**src/rtl/core/fsfp_pkg.sv**
```systemverilog
// ----------------------------------------------------------------------------
// fsfp_pkg
// Shared types and constants for the flow sensor frame parser.
// ----------------------------------------------------------------------------
`default_nettype none

package fsfp_pkg;

    // Frame header and length bytes
    localparam logic [7:0] HDR_SYNC  = 8'hDF;
    localparam logic [7:0] HDR_DEV   = 8'h14;
    localparam logic [7:0] HDR_SYS   = 8'h00;
    localparam logic [7:0] HDR_MSG   = 8'h55;
    localparam logic [7:0] LEN_BYTE  = 8'h12;

    // Payload bytes per frame and bytes kept for decode
    localparam int unsigned FRAME_LEN   = 18;
    localparam int unsigned KEEP_BYTES  = 14;
    localparam int unsigned COUNT_W     = 5;
    localparam int unsigned STORE_IDX_W = $clog2(KEEP_BYTES);

    typedef enum logic [2:0] {
        PH_HUNT,
        PH_DEV,
        PH_SYS,
        PH_MSG,
        PH_SEQ,
        PH_LEN,
        PH_DATA,
        PH_CSUM
    } phase_t;

    typedef logic [7:0] store_t [KEEP_BYTES];

    typedef struct packed {
        logic        [31:0] device_time_ms;
        logic signed [15:0] flow_vx;
        logic signed [15:0] flow_vy;
        logic        [15:0] flow_quality;
        logic        [15:0] range_mm;
        logic               range_valid;
    } fields_t;

endpackage

`default_nettype wire

```
**src/rtl/core/fsfp_fields.sv**
```systemverilog
// ----------------------------------------------------------------------------
// fsfp_fields
// Decodes the kept payload bytes into the result fields: little-endian time, flow and range, quality as a byte product.
// ----------------------------------------------------------------------------
`default_nettype none

module fsfp_fields
    import fsfp_pkg::*;
(
    input  wire logic [7:0] store [KEEP_BYTES],
    output fields_t         fields
);

    logic [15:0] quality_prod;

    assign quality_prod = {8'd0, store[8]} * {8'd0, store[9]};

    always_comb
    begin
        fields.device_time_ms = {store[3], store[2], store[1], store[0]};
        fields.flow_vx        = {store[5], store[4]};
        fields.flow_vy        = {store[7], store[6]};
        fields.flow_quality   = quality_prod;
        fields.range_mm       = {store[11], store[10]};
        fields.range_valid    = (store[13] == 8'd1);
    end

endmodule

`default_nettype wire

```
**src/rtl/core/flow_sensor_frame_parser_top.sv**
```systemverilog
// ----------------------------------------------------------------------------
// flow_sensor_frame_parser_top
// Byte-stream parser for flow / time-of-flight sensor frames.
// ----------------------------------------------------------------------------
// The block takes one received byte per transfer and emits one decoded result
// for each frame whose 8-bit additive checksum matches; bad frames and bytes
// outside a frame produce nothing. It sustains one byte per clock cycle while
// no result waits for out_ready: each byte sits in an input register and goes
// through the parse step, and a finished frame lands in the result register,
// so its checksum byte passes both registers before the result appears. The
// input register keeps taking bytes while a result waits for out_ready, until
// it holds one byte itself. No clearing pass is needed after reset.
`default_nettype none

module flow_sensor_frame_parser_top
    import fsfp_pkg::*;
(
    input  wire logic               clk,
    input  wire logic               rst_n,
    input  wire logic               in_valid,
    output logic                    in_ready,
    input  wire logic        [7:0]  rx_byte,
    output logic                    out_valid,
    input  wire logic               out_ready,
    output logic             [31:0] device_time_ms,
    output logic signed      [15:0] flow_vx,
    output logic signed      [15:0] flow_vy,
    output logic             [15:0] flow_quality,
    output logic             [15:0] range_mm,
    output logic                    range_valid
);

    logic                 in_v_reg, in_v_next;
    logic [7:0]           in_byte_reg;
    logic                 out_v_reg, out_v_next;
    fields_t              res_reg;
    phase_t               phase_reg, phase_next;
    logic [COUNT_W-1:0]   count_reg, count_next;
    logic [7:0]           sum_reg, sum_next;
    logic [7:0]           store_reg [KEEP_BYTES];

    logic                 advance;
    logic                 store_we;
    logic                 emit;
    logic                 fixed_ok;
    logic                 data_done;
    logic [COUNT_W-1:0]   count_inc;
    logic [7:0]           b;
    fields_t              fields;

    assign b         = in_byte_reg;
    assign advance   = in_v_reg && (!out_v_reg || out_ready);
    assign in_ready  = !in_v_reg || advance;
    assign count_inc = count_reg + COUNT_W'(1);
    assign data_done = (count_inc >= COUNT_W'(FRAME_LEN)) || (count_inc == '0);

    // Fixed byte expected in the current header phase
    always_comb
    begin
        case (phase_reg)
            PH_DEV:  fixed_ok = (b == HDR_DEV);
            PH_SYS:  fixed_ok = (b == HDR_SYS);
            PH_MSG:  fixed_ok = (b == HDR_MSG);
            PH_LEN:  fixed_ok = (b == LEN_BYTE);
            default: fixed_ok = 1'b0;
        endcase
    end

    // Next phase
    always_comb
    begin
        phase_next = phase_reg;
        if (advance)
        begin
            case (phase_reg)
                PH_HUNT: if (b == HDR_SYNC) phase_next = PH_DEV;
                PH_DEV:  phase_next = fixed_ok ? PH_SYS  : PH_HUNT;
                PH_SYS:  phase_next = fixed_ok ? PH_MSG  : PH_HUNT;
                PH_MSG:  phase_next = fixed_ok ? PH_SEQ  : PH_HUNT;
                PH_SEQ:  phase_next = PH_LEN;
                PH_LEN:  phase_next = fixed_ok ? PH_DATA : PH_HUNT;
                PH_DATA: if (data_done) phase_next = PH_CSUM;
                PH_CSUM: phase_next = PH_HUNT;
                default: phase_next = PH_HUNT;
            endcase
        end
    end

    // Sum, count, store write and result emit
    always_comb
    begin
        sum_next   = sum_reg;
        count_next = count_reg;
        store_we   = 1'b0;
        emit       = 1'b0;
        if (advance)
        begin
            case (phase_reg)
                PH_HUNT:
                begin
                    if (b == HDR_SYNC) sum_next = b;
                end
                PH_DEV, PH_SYS, PH_MSG, PH_LEN:
                begin
                    if (fixed_ok) sum_next = sum_reg + b;
                end
                PH_SEQ:
                begin
                    sum_next = sum_reg + b;
                end
                PH_DATA:
                begin
                    store_we   = (count_reg < COUNT_W'(KEEP_BYTES));
                    count_next = data_done ? '0 : count_inc;
                    sum_next   = sum_reg + b;
                end
                PH_CSUM:
                begin
                    emit = (sum_reg == b);
                end
                default:
                begin
                    sum_next = sum_reg;
                end
            endcase
        end
    end

    // Input register and result valid
    always_comb
    begin
        in_v_next = in_ready ? in_valid : in_v_reg;
        out_v_next = out_ready ? 1'b0 : out_v_reg;
        if (advance && emit)
            out_v_next = 1'b1;
    end

    fsfp_fields u_fields (
        .store  (store_reg),
        .fields (fields)
    );

    always_ff @(posedge clk or negedge rst_n)
    begin
        if (!rst_n)
        begin
            in_v_reg  <= 1'b0;
            out_v_reg <= 1'b0;
            phase_reg <= PH_HUNT;
            count_reg <= '0;
            sum_reg   <= '0;
        end
        else
        begin
            in_v_reg  <= in_v_next;
            out_v_reg <= out_v_next;
            phase_reg <= phase_next;
            count_reg <= count_next;
            sum_reg   <= sum_next;
        end
    end

    always_ff @(posedge clk)
    begin
        if (in_valid && in_ready)
            in_byte_reg <= rx_byte;
        if (store_we)
            store_reg[count_reg[STORE_IDX_W-1:0]] <= b;
        if (advance && emit)
            res_reg <= fields;
    end

    assign out_valid      = out_v_reg;
    assign device_time_ms = res_reg.device_time_ms;
    assign flow_vx        = res_reg.flow_vx;
    assign flow_vy        = res_reg.flow_vy;
    assign flow_quality   = res_reg.flow_quality;
    assign range_mm       = res_reg.range_mm;
    assign range_valid    = res_reg.range_valid;

endmodule

`default_nettype wire

```
**config.mk**
```make
export PLATFORM = sky130hd
export DESIGN_NAME = flow_sensor_frame_parser_top
export DESIGN_NICKNAME = d
export VERILOG_FILES = /design/src/rtl/core/fsfp_pkg.sv /design/src/rtl/core/fsfp_fields.sv /design/src/rtl/core/flow_sensor_frame_parser_top.sv
export SDC_FILE = /design/constraint.sdc
export NUM_CORES = 1
export LEC_CHECK = 0
export ABC_AREA = 1
export BUFFER_PORTS_ARGS = -buffer_cell sky130_fd_sc_hd__buf_2
export CORE_MARGIN = 2
export CORE_UTILIZATION = 37
export CTS_CLUSTER_SIZE = 10
export DETAILED_ROUTE_END_ITERATION = 7
export PLACE_DENSITY = 0.57
export SKIP_CTS_REPAIR_TIMING = 1
export SLEW_MARGIN = 30
export SYNTH_ARGS = -nofsm -noshare
export SYNTH_HDL_FRONTEND = slang
export SYNTH_SLANG_ARGS = --single-unit
export TNS_END_PERCENT = 50
```
**constraint.sdc**
```tcl
create_clock -name clk -period 32.4 [get_ports clk]
set_input_delay 3.24 -clock clk [delete_from_list [all_inputs] [get_ports clk]]
set_output_delay 3.24 -clock clk [all_outputs]
set_load 0.01 [all_outputs]
```
# Yosys cells after proc, flatten, opt, wreduce, memory -nomap -nowiden
# Cells that the tools add are included.
# word_totals
elab_cells	90
ff_bits	235
# classes
n_lt_le_gt_ge	4
multipliers	1
muxes	21
addsub	2
reduce_logical	19
n_eq_ne	16
n_bitwise	1
# op_table
op	count
$bwmux W112	1
$demux W8 S4	1
$mux W8	3
$pmux W3 S8	1
$pmux W8 S3	1
$eq A8 B5 Y1 const B	2
$mul A8 B8 Y16	1
$eq A3 B3 Y1 const B	4
$mux W3	4
$ge A5 B5 Y1 const B	2
$add A8 B8 Y8	1
$eq A8 B1 Y1 const B	1
$eq A8 B7 Y1 const B	1
$eq A8 B8 Y1	1
$eq A8 B8 Y1 const B	1
$logic_not A8 Y1	1
$eq A3 B2 Y1 const B	2
$mux W1	6
$ne A2 B2 Y1 const B	3
$add A5 B1 Y5 const B	1
$logic_not A5 Y1	1
$lt A5 B1 Y1 const B	1
$lt A5 B4 Y1 const B	1
$mux W5	1
other kinds (15)	22

# Longest topological paths before layout
# depth
word_depth	6
depth_mapped	18

# Cells and area by module
# From an unflattened synthesis, not the netlist that was laid out.
# hier_totals
hier_cells	952
area_unflattened_um2	11242.0
# by_module_without_submodules
mod	cells_each	area_each_um2	seq_area_each_um2	n_inst
flow_sensor_frame_parser_top	487	8202.9	6966.7	1
fsfp_fields	465	3039.2	0.0	1

# Worst setup path before layout
# Ideal clock, no wire load.
# synth_timing
path_type	input-to-reg
start	input port out_ready
end	register out_v_reg (netlist: out_valid)
arrival_ns	13.625
path_buffers	0
cell_stages	5
slack_ns	18.652
cell_sequence	nor2_1 > inv_1 > nand2_1 > nor4_1 > or2_2
# synth_between
elab_chain_len	5
elab_cells_between_ends	6
cone_classes	mux: 2; reduce/logical: 4
# synth_rtl
element	line	source
from (decl)	flow_sensor_frame_parser_top.sv:24	input wire logic out_ready,
$logic_or A1 B1 Y1 *	flow_sensor_frame_parser_top.sv:52	assign advance = in_v_reg && (!out_v_reg || out_ready);
$logic_and A1 B1 Y1 *	flow_sensor_frame_parser_top.sv:52	
$mux W1	flow_sensor_frame_parser_top.sv:96	if (advance)
$logic_and A1 B1 Y1 *	flow_sensor_frame_parser_top.sv:134	if (advance && emit)
$mux W1 *	flow_sensor_frame_parser_top.sv:134	
via out_v_next	flow_sensor_frame_parser_top.sv:35	logic out_v_reg, out_v_next;
to (signal assigned)	flow_sensor_frame_parser_top.sv:156	out_v_reg <= out_v_next;
to (decl)	flow_sensor_frame_parser_top.sv:35	
# Mark *: on every way through the listed nets, which the timed path passes. The rest lies on a longest branch.
# A chain may end at the register's enable or synchronous reset.

# Worst setup path in the final report
# layout_timing
start	input port out_ready
end	output port in_ready
# layout_between
elab_chain_len	3
# layout_rtl
element	line	source
$logic_or A1 B1 Y1	flow_sensor_frame_parser_top.sv:52	
$logic_and A1 B1 Y1	flow_sensor_frame_parser_top.sv:52	
$logic_or A1 B1 Y1	flow_sensor_frame_parser_top.sv:53	assign in_ready = !in_v_reg || advance;
to (decl)	flow_sensor_frame_parser_top.sv:21	output logic in_ready,
# No other way between the ends.

==> run_results.csv <==
group,metric,value,unit
cells_and_area,largest_reg_flops,104,
cells_and_area,layout-drive-gt1-share,0.179,
timing,skew,13.4,ps
cts,cts_max_path_buffers,3,
pwr,power_density,56.2,mW/mm²
drt,drt_pre_antenna_iters,4,
critical_path,worst-path-buf-inv,2,
critical_path,cp_data_required_time,29160,ps
floorplanning,die_h,170,µm
global_routing,grt_start_max_net_pins,63,
cts,cts.clk_slew.worst_paths,50,ps
synth,synth_nets,894,
flow_run,cap_violations,0,
timing,rsz0062_at_grt,"no",
floorplanning,fp.coreArea,0.0271,mm²
placed_design,dp.cells,1263,
critical_path,path_max_fanout,3,
drt,final_antenna_net_count,0,
synth,ys_seq_elements,227,
pwr,ir_drop,0.0411,mV
cells_and_area,syn_to_final_growth,17.8,%
drt,viasPerCell,4.55,
pwr,leakage,0.00531,µW
cts,tritoncts,"done",
synth,synth_area,0.0103,mm²
critical_path,path_class,"in2out",
cells_and_area,final-instance-count-excl-fill,1309,
timing,drv_slew,0,
timing,fmax,143,MHz
timing,fin_setup_tns,0,ps
synth,avgSynthCellArea,12.9,µm²
placed_design,port_buffers,110,
cells_and_area,ff_latch_area,0.00673,mm²
global_routing,grtUsageTotal,0.142,
placed_design,gp_congestion,0.812,
cells_and_area,final_common_cell,"edfxtp_1",
global_routing,antenna_found_initial,0,
timing,hold_violations,0,
placed_design,dp_hpwl,13500,µm
cells_and_area,multi_input_area,0.00291,mm²
critical_path,slowest_stage,"nor2_1",
global_routing,grt_use_met3,0.0233,
cts,cts.sink_count,227,
global_routing,grt_overflow_total,0,
timing,fin_crit,6980,ps
synth,synth-seq-area-share,0.656,
cells_and_area,antenna_cells,0,
critical_path,crit_arrival,3740,ps
cells_and_area,fillers,2502,
drt,via_count,5954,
floorplanning,ios,111,
global_routing,grt_first_pass_wirelength,31700,µm
critical_path,crit_start,"out_ready",
global_routing,grtUsageMet2,0.237,
floorplanning,die_w,170,µm
cts,h-tree-depth,1,
drt,finalWirelength,20100,µm
global_routing,grt_pass1_vias,5807,
cts,numCtsBuffers,28,
global_routing,grt_use_met1,0.190,
run_status,status,"finished, final reports clean",
synth,synth.distinct_cells,34,
critical_path,cp_common_cell,"buf_2",
hold_path,hold_class,"reg2reg",
floorplanning,fp.dieArea,0.0291,mm²
timing,slew-limit-headroom,0.374,
timing,finalCritPeriodShare,0.215,
critical_path,path_cells,"buf_2 -> nor2_1 -> nand2_1 -> buf_2",
critical_path,r2r_start,"store_reg[42]$_DFFE_PP_",
drt,drc,0,
global_routing,grt-busiest-layer,"met2",
hold_path,worstHoldStart,"store_reg[85]$_DFFE_PP_",
critical_path,critPathLaunchType,"input port",
drt,routedWlPerCell,15.4,µm
drt,first_iter_violations,401,
critical_path,crit_path_end_kind,"output port",
synth,synthCells,797,
synth,synth_warnings,0,
cells_and_area,final_cell_mix,"209 x edfxtp_1, 157 x nand2_1, 141 x inv_1, 110 x buf_2, 48 x ha_1",
critical_path,cpPeakStageDelay,160,ps
critical_path,path_delay_family,"simple AND/OR/NAND/NOR gates",
timing,tightest_slew,939,ps
floorplanning,start_util,0.378,
cts,clk_latency,530,ps
timing,setup_viol,0,
floorplanning,rows,60,
cts,cts_root_buffer,"clkbuf_16",
cells_and_area,nets,1018,
report_power, final:
group	leakage, µW	internal (µW)	switching (µW)	total (µW)
Sequential	0.00210	324	8.33	333
Combinational	0.00279	19.5	34.4	53.9
Clock	0.000419	182	111	293
Total	0.00531	526	153	679
routing by layer:
layer	part of all wire	routed length [µm]
met3	0.044	881
met5	0	0
met4	0.024	484
met1	0.45	9040
met2	0.48	9740
cells by family after synthesis:
group | after synthesis | share of synthesized area
buffers and inverters | 162 | 0.0606
flip-flops | 227 | 0.656
AO/OA/AOI/OAI | 35 | 0.0184
AND/OR/NAND/NOR | 272 | 0.120
XOR/XNOR | 16 | 0.0137
adder cells (fa/ha/maj) | 85 | 0.131
through the flow:
step | hold WS (ps) | worst slack [ps] | cell area (µm²) | util | power [µW]
after floorplan | 400 | 18650 | 10300 | - | 377
after global placement | 401 | 25420 | 11200 | 0.414 | 391
after detailed placement | 405 | 25420 | 11200 | 0.414 | 392
after CTS | 416 | 25420 | 12100 | 0.446 | 687
after global routing | 420 | 25350 | 12100 | 0.446 | 707
final | 411 | 25420 | 12100 | 0.446 | 679
area by class of cell:
cell class | count | share of cell area
Clock buffer | 41 | 0.0655
Clock inverter | 5 | 0.00601
Inverter | 143 | 0.0444
Multi-Input combinational cell | 408 | 0.241
Sequential cell | 227 | 0.557
Tap cell | 372 | 0.0385
Timing Repair Buffer | 113 | 0.0475
synth_stat cells, drive strengths merged:
cell type  count  area [µm²]
and2           1        6.26
nand3b         3        22.5
nor4b          1        8.76
ha            48         601
nor3           9        50.1
o31ai          1        7.51
o21bai         2        15.0
xnor2          5        43.8
edfxtp       209        6280
buf            3        15.0
xor2          11        96.3
o21ai         11        55.1
nand2        164         648
clkbuf        16        70.1
a21o           2        15.0
nand4         12        81.3
nand3         41         205
fa            37         741
a31oi          1        6.26
inv          143         537
or2            4        25.0
nor2          34         169
a21oi         18        90.1
nor4           3        18.8
dfrtp         18         450
final timing paths:
check                                               endpoint  slack [ps]  cells past startpoint
worst max-delay path                                in_ready       25420                      4
worst min-delay path            device_time_ms[29]$_DFFE_PP_         410                      0
worst max register to register    flow_quality[12]$_DFFE_PP_       28060                     14
worst min register to register  device_time_ms[29]$_DFFE_PP_         410                      0
max in group asynchronous             sum_reg[4]$_DFFE_PN0P_       29390                      1
min in group asynchronous             sum_reg[2]$_DFFE_PN0P_        2670                      1
(Power assumes the default switching activity.)
